`src/tip_ram.sv`:
```
// Generic single-write, single-read RAM with registered read data.
// No dependencies.
module tip_ram #(
  parameter int W     = 32,
  parameter int DEPTH = 64
) (
  input  logic                     clk,
  input  logic                     we,
  input  logic [$clog2(DEPTH)-1:0] waddr,
  input  logic [W-1:0]             wdata,
  input  logic [$clog2(DEPTH)-1:0] raddr,
  output logic [W-1:0]             rdata
);
  logic [W-1:0] mem [DEPTH];

  always_ff @(posedge clk) begin
    if (we) begin
      mem[waddr] <= wdata;
    end
    rdata <= mem[raddr];
  end
endmodule

```
`config.mk`:
```
export PLATFORM = sky130hd
export DESIGN_NAME = tip_ram
export DESIGN_NICKNAME = d
export VERILOG_FILES = /design/src/tip_ram.sv
export SDC_FILE = /design/constraint.sdc
export NUM_CORES = 2
export LEC_CHECK = 0
export ABC_CLOCK_PERIOD_IN_PS = 4150
export BUFFER_PORTS_ARGS = -buffer_cell sky130_fd_sc_hd__buf_4
export CAP_MARGIN = 20
export CORE_MARGIN = 2
export CORE_UTILIZATION = 47
export CTS_CLUSTER_DIAMETER = 60
export DETAILED_ROUTE_END_ITERATION = 8
export GPL_TIMING_DRIVEN = 0
export PLACE_DENSITY = 0.59
export RECOVER_POWER = 100
export SLEW_MARGIN = 15
export SYNTH_ARGS = -nofsm -noshare
export SYNTH_HDL_FRONTEND = slang
export SYNTH_SLANG_ARGS = --single-unit
```
`constraint.sdc`:
```
create_clock -name clk -period 4.15 [get_ports clk]
set_input_delay 0.415 -clock clk [delete_from_list [all_inputs] [get_ports clk]]
set_output_delay 0.415 -clock clk [all_outputs]
set_load 0.01 [all_outputs]
```
==> reports/summary.log <==
INFO  placed_design  placement.io_buffers=69
INFO  power          internal-power=34.5mW
INFO  global_route   grt_first_pass_wirelength=320000um
INFO  synthesis      synth_area_per_cell=23.6um2
INFO  setup_path     worstPathRequired=4.79ns
INFO  synthesis      postSynthRegisterBits=2080
INFO  placed_design  finalWeightedCongestion=0.884
INFO  clocking       clock-sinks=2080
INFO  global_route   pin_count_of_the_biggest_net_entering_global_routing=65
INFO  timing         post-route-period-util=1.02
INFO  setup_path     crit_path_frequent_cell=sky130_fd_sc_hd__buf_2
INFO  drt            wirelength=239000um
INFO  outcome        run_status=finished with violations
INFO  power          ir_worst_vdd=0.000455V
INFO  floorplanning  core_area=166000um2
INFO  clocking       tritoncts=built
INFO  synthesis      synth_cells=3324
INFO  final_layout   final_core_util=0.533
INFO  clocking       cts.hold.buffers_added=0
INFO  setup_path     worst-setup-path-type=primary input to flip-flop
INFO  power          net-switching-power=9.66mW
INFO  floorplanning  start_util=0.472
INFO  timing         final.min_clock_period=4.22ns
INFO  floorplanning  die_area=170000um2
INFO  drt            drt_drc_violations_left=0
INFO  final_layout   area_of_the_multi_input_gates=15500um2
INFO  timing         clock_skew=0.0317ns
INFO  global_route   antenna_violations_before_repair=11
INFO  job            number_of_max_cap_violations=106
INFO  drt            drt-initial-drc-count=6139
INFO  setup_path     cp-start-kind=primary input
INFO  clocking       cts_inserted_buffers=208
INFO  min_path       worst_hold_path_type=primary input to flip-flop
INFO  floorplanning  die_height=413um
INFO  timing         worst_case_headroom_to_the_max_slew_limit=-1.46
INFO  timing         timing.final.ws_setup=-0.0730ns
INFO  timing         report.final.setup_viol=1
INFO  timing         unrepaired_setup_endpoints_after_global_routing=no
INFO  power          pwr-share-clk=0.415
INFO  synthesis      number_of_distinct_library_cells_after_synthesis=34
INFO  drt            post_drt_via_cell_ratio=6.38
INFO  drt            vias=39000
INFO  clocking       clock_tree.buffer_depth=3
INFO  drt            drt-pass1-iter-count=5
INFO  placed_design  dp.final_hpwl=151000um
INFO  synthesis      mapped_nets=3370
INFO  setup_path     crit_chain=buf_2 > buf_2 > buf_2 > clkbuf_1 > buf_2 > mux2i_1 > a21oi_1 > a21oi_1 > nor2_1
INFO  global_route   grt_pass1_vias=37700
INFO  floorplanning  ios=78
INFO  clocking       ctsResizeCount=0
INFO  global_route   groute.usage.overall=0.282
INFO  timing         fmax=237MHz
INFO  setup_path     crit_path_max_incr_delay=0.92ns
INFO  power          static-leakage-power=27.6nW
INFO  global_route   global_route.overflow_total=0
INFO  drt            avg_wl_per_cell=39.2um
INFO  timing         report.final.slew_viol_count=3303
INFO  timing         timing.final.hold_violations=0
INFO  drt            drtAntennaViolNets=0
INFO  power          p_seq_frac=0.529
INFO  clocking       cts.root.buffer_cell=sky130_fd_sc_hd__clkbuf_16
INFO  power          pwr-share-comb=0.055
INFO  final_layout   areaGrowthSynthToFinish=13.1%
INFO  power          switching_share=0.219
INFO  final_layout   nFillCells=12800
INFO  synthesis      yosys_warnings=0
INFO  outcome        violated_checks=capacitance limit, slew limit, setup timing
INFO  synthesis      post_synth_design_cell_area=78500um2
INFO  setup_path     crit_path_top_delay_cell=sky130_fd_sc_hd__a21oi_1
INFO  final_layout   layout.nets=3768
INFO  floorplanning  die_outline_width=413um
INFO  power          power.density=497nW/um2
INFO  synthesis      synth_sequential_area_ratio=0.791
INFO  timing         worst_hold_slack=0.229ns
INFO  final_layout   post_route_cells_drive_above_1_share=0.246
INFO  final_layout   seq_area=62100um2
INFO  clocking       clock_insertion_delay_at_the_later_pin_of_the_skew_report=0.84ns
INFO  clocking       path_clk_slew=0.06ns
INFO  timing         worst-slew-pin-transition=3.69ns
INFO  setup_path     critPathMaxFanout=19
INFO  setup_path     cp.arrival=4.87ns
INFO  clocking       cts_htree_levels=4
INFO  floorplanning  placementRows=150
INFO  clocking       postCtsSetupRepairBufs=0
INFO  setup_path     critical_path.endpoint_type=flip-flop
registers in the layout, summed over array words and instances, names as in the netlist:
name,flops
rdata,32
mem,2048
per-stage QoR:
step | setup slack, ns | cells | total power [mW] | instance area [um2] | setup TNS, ns
3_3_place_gp | -3.01 | 5597 | 26.2 | 81800 | -2350.67
6_report | -0.0730 | 6109 | 44.1 | 88800 | -0.0730
3_5_place_dp | -1.18 | 5717 | 26.3 | 84800 | -6.69
5_1_grt | 0.0455 | 6103 | 45.2 | 88800 | 0
4_1_cts | 0.180 | 6103 | 44.3 | 91400 | 0
2_1_floorplan | 0.575 | 3324 | 24.9 | 78500 | 0
power groups by stage:
stage / Sequential (mW) / Clock (mW) / Combinational, mW
3_5_place_dp: 23.8 / 0 / 2.52
5_1_grt: 23.4 / 19.3 / 2.50
6_report: 23.4 / 18.3 / 2.43
3_3_place_gp: 23.8 / 0 / 2.42
2_1_floorplan: 23.8 / 0 / 1.13
4_1_cts: 23.3 / 18.5 / 2.52
worst max-delay path, delay by kind of cell:
| family | cells | cell delay (ns) |
|---|---|---|
| buf+inv | 5 | 2.71 |
| compound gates | 2 | 1.21 |
| mux | 1 | 0.24 |
| simple gates | 1 | 0.24 |
layout make-up:
class                           instances  share of cell area
Tap cell                             2204              0.0311
Timing Repair Buffer                  189             0.00984
Sequential cell                      2080               0.700
Antenna cell                            6            0.000169
Clock buffer                          288              0.0646
Buffer                                181              0.0101
Multi-Input combinational cell       1062               0.175
Clock inverter                         99             0.00972
logic make-up after synthesis:
kind of cell / count (synthesis) / share of synthesized area
buffers and inverters: 182 / 0.0113
AOI/OAI and AO/OA: 202 / 0.0167
muxes: 637 / 0.168
DFF: 2080 / 0.791
and+or+nand+nor: 223 / 0.0127
cells in the final DEF, fill, tap and decap left out, types with 7 or more instances in the layout:
| cell | n |
|---|---|
| sky130_fd_sc_hd__edfxtp_1 | 2048 |
| sky130_fd_sc_hd__mux4_2 | 544 |
| sky130_fd_sc_hd__clkbuf_1 | 281 |
| sky130_fd_sc_hd__clkbuf_16 | 211 |
| sky130_fd_sc_hd__nor2_1 | 135 |
| sky130_fd_sc_hd__mux2i_1 | 93 |
| sky130_fd_sc_hd__o22ai_1 | 84 |
| sky130_fd_sc_hd__a21oi_1 | 62 |
| sky130_fd_sc_hd__buf_2 | 56 |
| sky130_fd_sc_hd__clkinv_1 | 44 |
| sky130_fd_sc_hd__dfxtp_1 | 32 |
| sky130_fd_sc_hd__buf_4 | 29 |
| sky130_fd_sc_hd__o221ai_1 | 27 |
| sky130_fd_sc_hd__clkinv_2 | 27 |
| sky130_fd_sc_hd__clkbuf_2 | 26 |
| sky130_fd_sc_hd__nand2_1 | 26 |
| sky130_fd_sc_hd__buf_1 | 18 |
| sky130_fd_sc_hd__clkbuf_8 | 17 |
| sky130_fd_sc_hd__nor2b_1 | 15 |
| sky130_fd_sc_hd__a22oi_1 | 12 |
| sky130_fd_sc_hd__bufinv_16 | 12 |
| sky130_fd_sc_hd__buf_6 | 10 |
| sky130_fd_sc_hd__nand2b_1 | 8 |
| sky130_fd_sc_hd__a311oi_1 | 8 |
| sky130_fd_sc_hd__nor3_1 | 7 |
| sky130_fd_sc_hd__inv_6 | 7 |
routing by layer:
layer / up-vias / wire length (um) / track usage
met4: 2 / 9760 / 0.101
li1: 15100 / - / -
met3: 391 / 25900 / 0.0628
met2: 2432 / 112000 / 0.437
met5: - / 18 / 0
met1: 21100 / 91900 / 0.397
synthesized netlist by cell type:
cell type | instances | area (um2)
sky130_fd_sc_hd__edfxtp_1 | 2048 | 61500
sky130_fd_sc_hd__mux4_2 | 544 | 12300
sky130_fd_sc_hd__nor2_1 | 137 | 514
sky130_fd_sc_hd__mux2i_1 | 93 | 931
sky130_fd_sc_hd__o22ai_1 | 84 | 526
sky130_fd_sc_hd__clkbuf_1 | 74 | 278
sky130_fd_sc_hd__a21oi_1 | 62 | 310
sky130_fd_sc_hd__buf_2 | 57 | 285
sky130_fd_sc_hd__dfxtp_1 | 32 | 641
sky130_fd_sc_hd__o221ai_1 | 27 | 236
sky130_fd_sc_hd__nand2_1 | 26 | 97.6
sky130_fd_sc_hd__buf_4 | 25 | 188
sky130_fd_sc_hd__buf_1 | 21 | 78.8
sky130_fd_sc_hd__nor2b_1 | 15 | 93.8
sky130_fd_sc_hd__a22oi_1 | 12 | 90.1
sky130_fd_sc_hd__a311oi_1 | 8 | 70.1
sky130_fd_sc_hd__nand2b_1 | 8 | 50.1
sky130_fd_sc_hd__nor3_1 | 7 | 35.0
sky130_fd_sc_hd__buf_6 | 5 | 56.3
sky130_fd_sc_hd__nand3_1 | 5 | 25.0
sky130_fd_sc_hd__nand3b_1 | 5 | 37.5
sky130_fd_sc_hd__a41o_1 | 4 | 40.0
sky130_fd_sc_hd__and3_1 | 4 | 25.0
sky130_fd_sc_hd__o32ai_1 | 4 | 35.0
sky130_fd_sc_hd__or3_1 | 3 | 18.8
sky130_fd_sc_hd__or3b_2 | 3 | 26.3
sky130_fd_sc_hd__and2_1 | 2 | 12.5
sky130_fd_sc_hd__nand4_1 | 2 | 12.5
sky130_fd_sc_hd__or3b_1 | 2 | 17.5
sky130_fd_sc_hd__a31oi_1 | 1 | 6.26
sky130_fd_sc_hd__nand4b_1 | 1 | 8.76
sky130_fd_sc_hd__or2_0 | 1 | 6.26
sky130_fd_sc_hd__or2_1 | 1 | 6.26
sky130_fd_sc_hd__or2_2 | 1 | 6.26
final timing paths:
| kind | startpoint | to | slack, ns | cells after the start |
|---|---|---|---|---|
| max | raddr[1] | rdata[10] | -0.07 | 9 |
| min | waddr[0] | mem[49][8] | 0.23 | 3 |
| max reg2reg | mem[38][2] | rdata[2] | 1.36 | 5 |
| min reg2reg | mem[26][15] | rdata[15] | 1.05 | 4 |
No activity file was read; power rests on OpenSTA's default activity.
