### config.mk
export PLATFORM = sky130hd
export DESIGN_NAME = tip_muldiv
export DESIGN_NICKNAME = d
export VERILOG_FILES = /design/src/tip_pkg.sv /design/src/tip_muldiv.sv
export SDC_FILE = /design/constraint.sdc
export NUM_CORES = 1
export LEC_CHECK = 0
export BUFFER_PORTS_ARGS = -buffer_cell sky130_fd_sc_hd__buf_4
export CELL_PAD_IN_SITES_DETAIL_PLACEMENT = 1
export CELL_PAD_IN_SITES_GLOBAL_PLACEMENT = 1
export CORE_ASPECT_RATIO = 0.7
export CORE_UTILIZATION = 40
export CTS_CLUSTER_DIAMETER = 60
export DETAILED_ROUTE_END_ITERATION = 7
export PLACE_DENSITY_LB_ADDON = 0.1
export SLEW_MARGIN = 15
export SYNTH_ARGS = -nofsm -noshare
export SYNTH_HDL_FRONTEND = slang
export SYNTH_SLANG_ARGS = --single-unit
### constraint.sdc
create_clock -name clk -period 22.9 [get_ports clk]
set_clock_uncertainty 0.2 [all_clocks]
set_input_delay 2.29 -clock clk [delete_from_list [all_inputs] [get_ports clk]]
set_output_delay 2.29 -clock clk [all_outputs]
set_load 0.01 [all_outputs]
### src/tip_pkg.sv
// Shared types and constants for the table interval interpolator.
// No dependencies; tip_if, tip_muldiv and the top level use it by scoped name.
package tip_pkg;

  localparam int VALUE_W         = 32;
  localparam int FIXED_COLUMNS   = 5;
  localparam int DEF_MAX_POINTS  = 64;
  localparam int DEF_NUM_COLUMNS = 13;
  localparam int MAG_W           = VALUE_W + 1;
  localparam int PROD_W          = 2 * MAG_W;

  localparam logic [1:0] OP_WRITE_X   = 2'd0;
  localparam logic [1:0] OP_WRITE_COL = 2'd1;
  localparam logic [1:0] OP_QUERY     = 2'd2;

  localparam logic [1:0] ST_OK    = 2'd0;
  localparam logic [1:0] ST_EMPTY = 2'd1;
  localparam logic [1:0] ST_BELOW = 2'd2;
  localparam logic [1:0] ST_ABOVE = 2'd3;

  localparam logic REG_POINTS  = 1'b0;
  localparam logic REG_SPECIES = 1'b1;

  typedef struct packed {
    logic             start;
    logic [MAG_W-1:0] a;
    logic [MAG_W-1:0] b;
    logic [MAG_W-1:0] d;
  } md_req_t;

  typedef struct packed {
    logic              done;
    logic [PROD_W-1:0] q;
  } md_rsp_t;

endpackage

### src/tip_muldiv.sv
// Bit-serial unsigned multiply then restoring divide: q = a*b/d.
// Depends on tip_pkg for widths and the request/response structs.
module tip_muldiv (
  input  logic             clk,
  input  logic             rst_n,
  input  tip_pkg::md_req_t req,
  output tip_pkg::md_rsp_t rsp
);
  localparam int MW = tip_pkg::MAG_W;
  localparam int PW = tip_pkg::PROD_W;
  localparam int CNW = $clog2(PW);

  typedef enum logic [2:0] {
    MD_IDLE = 3'b001,
    MD_MUL  = 3'b010,
    MD_DIV  = 3'b100
  } md_state_t;

  md_state_t       state_r, state_nxt;
  logic [PW-1:0]   a_r, a_nxt, prod_r, prod_nxt;
  logic [MW-1:0]   b_r, b_nxt, d_r, d_nxt;
  logic [MW:0]     rem_r, rem_nxt, trial;
  logic [CNW-1:0]  cnt_r, cnt_nxt;
  logic            done_r, done_nxt;
  logic            ge;

  always_comb begin
    state_nxt = state_r;
    a_nxt     = a_r;
    b_nxt     = b_r;
    d_nxt     = d_r;
    prod_nxt  = prod_r;
    rem_nxt   = rem_r;
    cnt_nxt   = cnt_r;
    done_nxt  = 1'b0;
    trial     = {rem_r[MW-1:0], prod_r[PW-1]};
    ge        = trial >= {1'b0, d_r};
    case (state_r)
      MD_IDLE: begin
        if (req.start) begin
          a_nxt     = {{(PW-MW){1'b0}}, req.a};
          b_nxt     = req.b;
          d_nxt     = req.d;
          prod_nxt  = '0;
          cnt_nxt   = '0;
          state_nxt = MD_MUL;
        end
      end
      MD_MUL: begin
        prod_nxt = prod_r + (b_r[0] ? a_r : '0);
        a_nxt    = a_r << 1;
        b_nxt    = b_r >> 1;
        cnt_nxt  = cnt_r + 1'b1;
        if (cnt_r == CNW'(MW - 1)) begin
          rem_nxt   = '0;
          cnt_nxt   = '0;
          state_nxt = MD_DIV;
        end
      end
      MD_DIV: begin
        rem_nxt  = ge ? trial - {1'b0, d_r} : trial;
        prod_nxt = {prod_r[PW-2:0], ge};
        cnt_nxt  = cnt_r + 1'b1;
        if (cnt_r == CNW'(PW - 1)) begin
          done_nxt  = 1'b1;
          state_nxt = MD_IDLE;
        end
      end
      default: state_nxt = MD_IDLE;
    endcase
  end

  always_ff @(posedge clk) begin
    if (!rst_n) begin
      state_r <= MD_IDLE;
      done_r  <= 1'b0;
    end else begin
      state_r <= state_nxt;
      done_r  <= done_nxt;
    end
    a_r    <= a_nxt;
    b_r    <= b_nxt;
    d_r    <= d_nxt;
    prod_r <= prod_nxt;
    rem_r  <= rem_nxt;
    cnt_r  <= cnt_nxt;
  end

  assign rsp.done = done_r;
  assign rsp.q    = prod_r;
endmodule

==> results.json, run 1 <==
{
  "cts_root_buf": "clkbuf_16",
  "p_clk_share_pct": 36.0,
  "grt_use_total_pct": 21.6,
  "hold_end": "b_r[26]",
  "fin_cells": 2363,
  "path_clk_slew_ns": 0.06,
  "wl_per_cell_um": 19.2,
  "cts_tree": "done",
  "portBuffers": 168,
  "syn_area_sq_um": 16100,
  "r2r_cells": 14,
  "status": "completed",
  "synth_edf_count": 238,
  "dp_hpwl_um": 32600,
  "gp_congestion": 0.869,
  "drcViolationCount": 0,
  "ctsHoldBuffers": 0,
  "cap_violations": 0,
  "syn_to_final_growth_pct": 16.2,
  "first_iter_violations": 736,
  "p_leak_uw": 0.00793,
  "drive_above_1_share_pct": 15.9,
  "placed_cells": 2311,
  "fin_util_pct": 47.2,
  "ir_drop_v": 0.0000508,
  "yosysTopAreaCell": "edfxtp_1",
  "p_int_uw": 877,
  "worstHoldStart": "b_r[27]",
  "syn_nets": 1884,
  "dp_slack_ns": 17.97,
  "finalSetupTns_ns": 0,
  "crit_path_max_fanout": 66,
  "p_switching_uw": 364,
  "max_freq_mhz": 224,
  "async_reset_ff_share_pct": 0,
  "num_vias": 12900,
  "required_ns": 23.01,
  "cts_buffer_depth": 3,
  "slowest_delay_ns": 0.44,
  "routed_wl_um": 45300,
  "final_nets": 2012,
  "yosysSeqAreaShare_pct": 44.9,
  "path_buf_inv": 1,
  "ys.warnings.count": 0,
  "grt_use_met1_pct": 33.6,
  "grt_overflow": 0,
  "hold_viol": 0,
  "synth_cell_types": 89,
  "die_x_um": 242,
  "grtUsageMet2_pct": 32.0,
  "p_seq_share_pct": 43.6,
  "cts.sinks": 242,
  "postCtsSetupBuffers": 0,
  "avgSynthCellArea_sq_um": 9.59,
  "yosys-top-cells-count": "329 x nand2_1, 238 x edfxtp_1, 109 x a21oi_1, 101 x ha_1, 89 x o21ai_0",
  "worstPathCellList": "buf_4 -> and2_1 -> ha_1 -> fa_1 -> a211oi_1 -> o211ai_1 -> nand3_1 -> o211ai_2 -> a32o_1 -> a21oi_1 -> a21oi_1 -> o21bai_1 -> nand3_1 -> a32o_1",
  "slew_headroom_pct": 29.1,
  "ant_nets": 0,
  "ys_dominant_reg_cell": "edfxtp_1",
  "period_needed_ns": 4.46,
  "ios": 169,
  "crit_arrival_ns": 4.57,
  "critPathSlowestCell": "fa_1",
  "hold_slack_ns": 0.308,
  "finalSetupViolCount": 0,
  "setup_ws_ns": 18.44,
  "top_usage_layer": "met1",
  "cts-resized-gates": 0,
  "hold_depth": 2,
  "critPathCaptureType": "register",
  "hp-class": "register to register",
  "power.density_nw_per_um2": 66.2,
  "p_sw_share_pct": 29.3,
  "reg2reg_slack_ns": 18.44,
  "viasPerCell": 5.48,
  "synth_area_leaders": "edfxtp_1 44%, ha_1 7.8%, nand2_1 7.7%",
  "synth_seq_cells": 242,
  "synthCells": 1679,
  "initial_core_util_pct": 40.6,
  "rsz0062_at_grt": "false",
  "grt_max_degree": 75,
  "dr.pass1.iters": 5,
  "reg2reg_to": "prod_r[60]",
  "numCtsBuffers": 29,
  "synth_top_cell_area_share_pct": 44.4,
  "grt_util_met3_pct": 2.96,
  "num_antenna_cells": 0,
  "grt_pass1_vias": 12900,
  "grt_pass1_wl_um": 72200,
  "yosysMostFrequentCell": "nand2_1",
  "cp_top_family": "compound AO/OA/AOI/OAI gates",
  "tightestPinTransition_ns": 1.06,
  "clock_latency_ns": 0.56,
  "finalCritPeriodShare_pct": 19.5,
  "r2r-start": "b_r[0]",
  "maxSlewViolCount": 0,
  "criticalPathCategory": "register to register",
  "fp.dieH_um": 170,
  "row_count": 61,
  "coreArea_sq_um": 39700,
  "antenna_found_initial": 0,
  "htree_num_levels": 1,
  "start_kind": "register",
  "fp.dieArea_sq_um": 41100,
  "pwr-share-comb_pct": 20.4
}
==> cell usage in the layout (no fill, tap or decap), drive strengths merged, types with 12 or more instances in the layout <==
cell,Yosys,routed
clkinv,0,12
edfxtp,238,238
a21o,49,49
nand4,24,24
and3,45,45
nand3,25,25
inv,72,73
and2,76,76
a211oi,14,14
buf,18,179
o21ai,109,109
xor2,37,37
a21oi,115,115
ha,101,101
nor2b,13,13
clkbuf,64,35
nand2,329,329
o21bai,20,20
nor3,17,17
mux2i,28,28
o21a,12,12
nor2,88,88
xnor2,51,51
==> metrics by stage <==
step	total power, uW	instance area (sq um)
finish	1240	18700
global route	1300	18700
CTS	1250	18700
detailed placement	801	17800
global placement	794	17800
floorplan	720	16100
==> power groups by stage <==
stage,registers [uW],clock network (uW),logic [uW]
2_1_floorplan,553,0,167
3_3_place_gp,549,0,245
3_5_place_dp,550,0,251
4_1_cts,541,458,253
5_1_grt,544,472,280
6_report,540,447,253
==> sequential cells by signal, summed over array words and instances (netlist names) <==
| signal | flops |
|---|---|
| done_r | 1 |
| d_r | 33 |
| prod_r | 66 |
| rem_r | 33 |
| state_r | 3 |
| cnt_r | 7 |
| a_r | 66 |
| b_r | 33 |
==> worst max path at each step <==
stage	startpoint	end	cells after the start
3_5_place_dp	req[99]	a_r[8]	4
4_1_cts	prod_r[65]	rem_r[9]	14
6_report	b_r[0]	prod_r[60]	14
3_3_place_gp	req[99]	a_r[5]	4
2_1_floorplan	req[99]	a_r[0]	2
5_1_grt	b_r[0]	prod_r[60]	14
==> metal layers <==
layer	vias to the layer above	share of wire [%]
li1	6310	-
met1	6389	53
met2	205	42
met3	42	3.6
met4	0	1.5
met5	-	0
==> worst min-delay path, cell delays in order, from the launching register on <==
cell and delay (ns):
edfxtp_1 0.32, nand2_1 0.04, nand2_1 0.04
==> logic make-up (layout without fill, tap and decap cells) <==
| group | count (synthesis) | in the layout | synth area share, % |
|---|---|---|---|
| compound gates | 408 | 408 | 17.5 |
| fa+ha+maj | 103 | 103 | 8.09 |
| simple gates | 656 | 656 | 19.2 |
| flops | 242 | 242 | 44.9 |
| xor+xnor | 88 | 88 | 4.78 |
| buf+inv | 154 | 303 | 3.84 |
| mux | 28 | 28 | 1.74 |
==> final cells by class <==
type,count,area (sq um)
fillers,4519,21000
multi-input cells,1283,8320
flip-flops and latches,242,7230
repair buffers,179,1340
clock buffers,35,748
well taps,535,669
inverters,72,270
clock inverters,17,146
Note: power is estimated with default switching activity, not from simulation.
==> run 2, diff against run 1 <==
==> constraint.sdc (replaced) <==
create_clock -name clk -period 4.2 [get_ports clk]
set_clock_uncertainty 0.2 [all_clocks]
set_input_delay 0.42 -clock clk [delete_from_list [all_inputs] [get_ports clk]]
set_output_delay 0.42 -clock clk [all_outputs]
set_load 0.01 [all_outputs]
==> run 2 against run 1 <==
Total power increased to 5.7 times the previous value. Combinational power increased to 5.9 times the previous value. Routed wire length increased by 6.1%. Via count increased by 3.7%. Sequential cell count unchanged. Final cell count increased by 5.0%. Largest power group unchanged. Non-clock buffer count increased by 118.
==> results.json, run 2 (synthesized netlist as in run 1, its figures left out) <==
{
  "ant_nets": 0,
  "critPathCaptureType": "register",
  "wl_per_cell_um": 19.4,
  "hold_slack_ns": 0.304,
  "ir_drop_v": 0.000300,
  "grt_max_degree": 100,
  "final_cell_mix": "328 x nand2_1, 238 x edfxtp_1, 194 x buf_4, 108 x a21oi_1, 101 x ha_1",
  "fp.dieH_um": 170,
  "tightestPinTransition_ns": 1.02,
  "postCtsSetupBuffers": 0,
  "top_regs": "a_r x66, prod_r x66",
  "hold_viol": 0,
  "status": "completed",
  "row_count": 61,
  "coreArea_sq_um": 39700,
  "slew_headroom_pct": 32.1,
  "drive_above_1_share_pct": 16.2,
  "numCtsBuffers": 29,
  "maxSlewViolCount": 0,
  "grt_pass1_wl_um": 76600,
  "crit_path_max_fanout": 38,
  "required_ns": 4.30,
  "grt_pass1_vias": 13600,
  "fin_util_pct": 50.3,
  "wl_met3_um": 1820,
  "dp_hpwl_um": 34000,
  "cts_root_buf": "clkbuf_16",
  "rsz0062_at_grt": "false",
  "reg2reg_slack_ns": 0.18,
  "start_kind": "register",
  "initial_core_util_pct": 40.6,
  "cts_buffer_depth": 3,
  "power.density_nw_per_um2": 353,
  "dr.pass1.iters": 5,
  "num_vias": 13400,
  "dr_wl_met2_um": 20100,
  "max_freq_mhz": 249,
  "final_nets": 2130,
  "drcViolationCount": 0,
  "m1WireLength_um": 25300,
  "period_needed_ns": 4.02,
  "cts_tree": "done",
  "finalSetupTns_ns": 0,
  "htree_num_levels": 1,
  "syn_to_final_growth_pct": 24.0,
  "cap_violations": 0,
  "die_x_um": 242,
  "portBuffers": 168,
  "path_clk_slew_ns": 0.06,
  "clock_latency_ns": 0.58,
  "cts.sinks": 242,
  "placed_cell_area_sq_um": 18000,
  "num_antenna_cells": 0,
  "final_common_cell": "nand2_1",
  "top_layer_used": "met5",
  "hold_depth": 2,
  "routed_wl_um": 48100,
  "crit_arrival_ns": 4.11,
  "gp_congestion": 0.901,
  "r2r_cells": 15,
  "viasPerCell": 5.41,
  "antenna_found_initial": 1,
  "design_area_sq_um": 20000,
  "grt_use_total_pct": 23.2,
  "finalSetupViolCount": 0,
  "finalCritPeriodShare_pct": 95.6,
  "first_iter_violations": 863,
  "hp-class": "register to register",
  "ios": 169,
  "p_leak_uw": 0.00848,
  "grt_overflow": 0,
  "criticalPathCategory": "register to register",
  "fp.dieArea_sq_um": 41100
}
run 2: cell count changes in the layout (fill, tap and decap cells not counted), sizes merged:
cell         before  now
clkinv           12    8
buf             179  197
dlygate4sd3       0  100
clkbuf           35   36
inv              73   76
bufinv            2    3
run 2: power breakdown:
| part | internal (uW) | switching (uW) | total (uW) |
|---|---|---|---|
| Sequential | 2840 | 108 | 2950 |
| Clock | 1500 | 1100 | 2600 |
| Combinational | 629 | 863 | 1490 |
| Total | 4970 | 2070 | 7040 |
run 2: per-layer routing:
| metal | up-vias | global-route usage (%) |
|---|---|---|
| li1 | 6531 | - |
| met1 | 6598 | 35.6 |
| met2 | 237 | 34.2 |
| met3 | 56 | 3.44 |
| met4 | 2 | 4.40 |
| met5 | - | 0 |
run 2: final timing paths:
check / startpoint / to
worst max-delay path: b_r[0] / prod_r[50]
worst min-delay path: b_r[19] / b_r[18]
worst max register to register: b_r[0] / prod_r[50]
worst min register to register: b_r[19] / b_r[18]
run 2: repair_timing:
action | CTS | global route
gates resized for setup | 0 | 2
endpoints found under the hold margin | 103 | 0
hold buffers | 100 | 0
setup endpoints to repair | 0 | 9
run 2: stage by stage:
step	setup WS [ns]	std cells	total power (uW)
after detailed placement	0.128	2329	4400
final	0.183	2482	7040
after CTS	0.0924	2482	7100
after floorplan	0.216	1679	3900
after global routing	0.00914	2482	7350
after global placement	0.191	2329	4370
run 2: worst max-delay path: stages, from the launching register on:
cell and delay [ns]:
edfxtp_1 0.38, buf_4 0.25, and2_1 0.20, ha_1 0.21, fa_1 0.44, a211oi_1 0.28, o211ai_1 0.17, buf_4 0.17
nand3_1 0.11, a211oi_2 0.13, a21oi_2 0.31, o21a_2 0.25, o31ai_4 0.08, a311o_1 0.34, xnor2_1 0.14, o21ai_1 0.07
run 2: cell type report:
class                           count  area (sq um)
Sequential cell                   242          7230
Clock buffer                       36           772
Inverter                           72           270
Tap cell                          535           669
Fill cell                        4453         19700
Clock inverter                     17           190
Timing Repair Buffer              297          2520
Multi-Input combinational cell   1283          8320
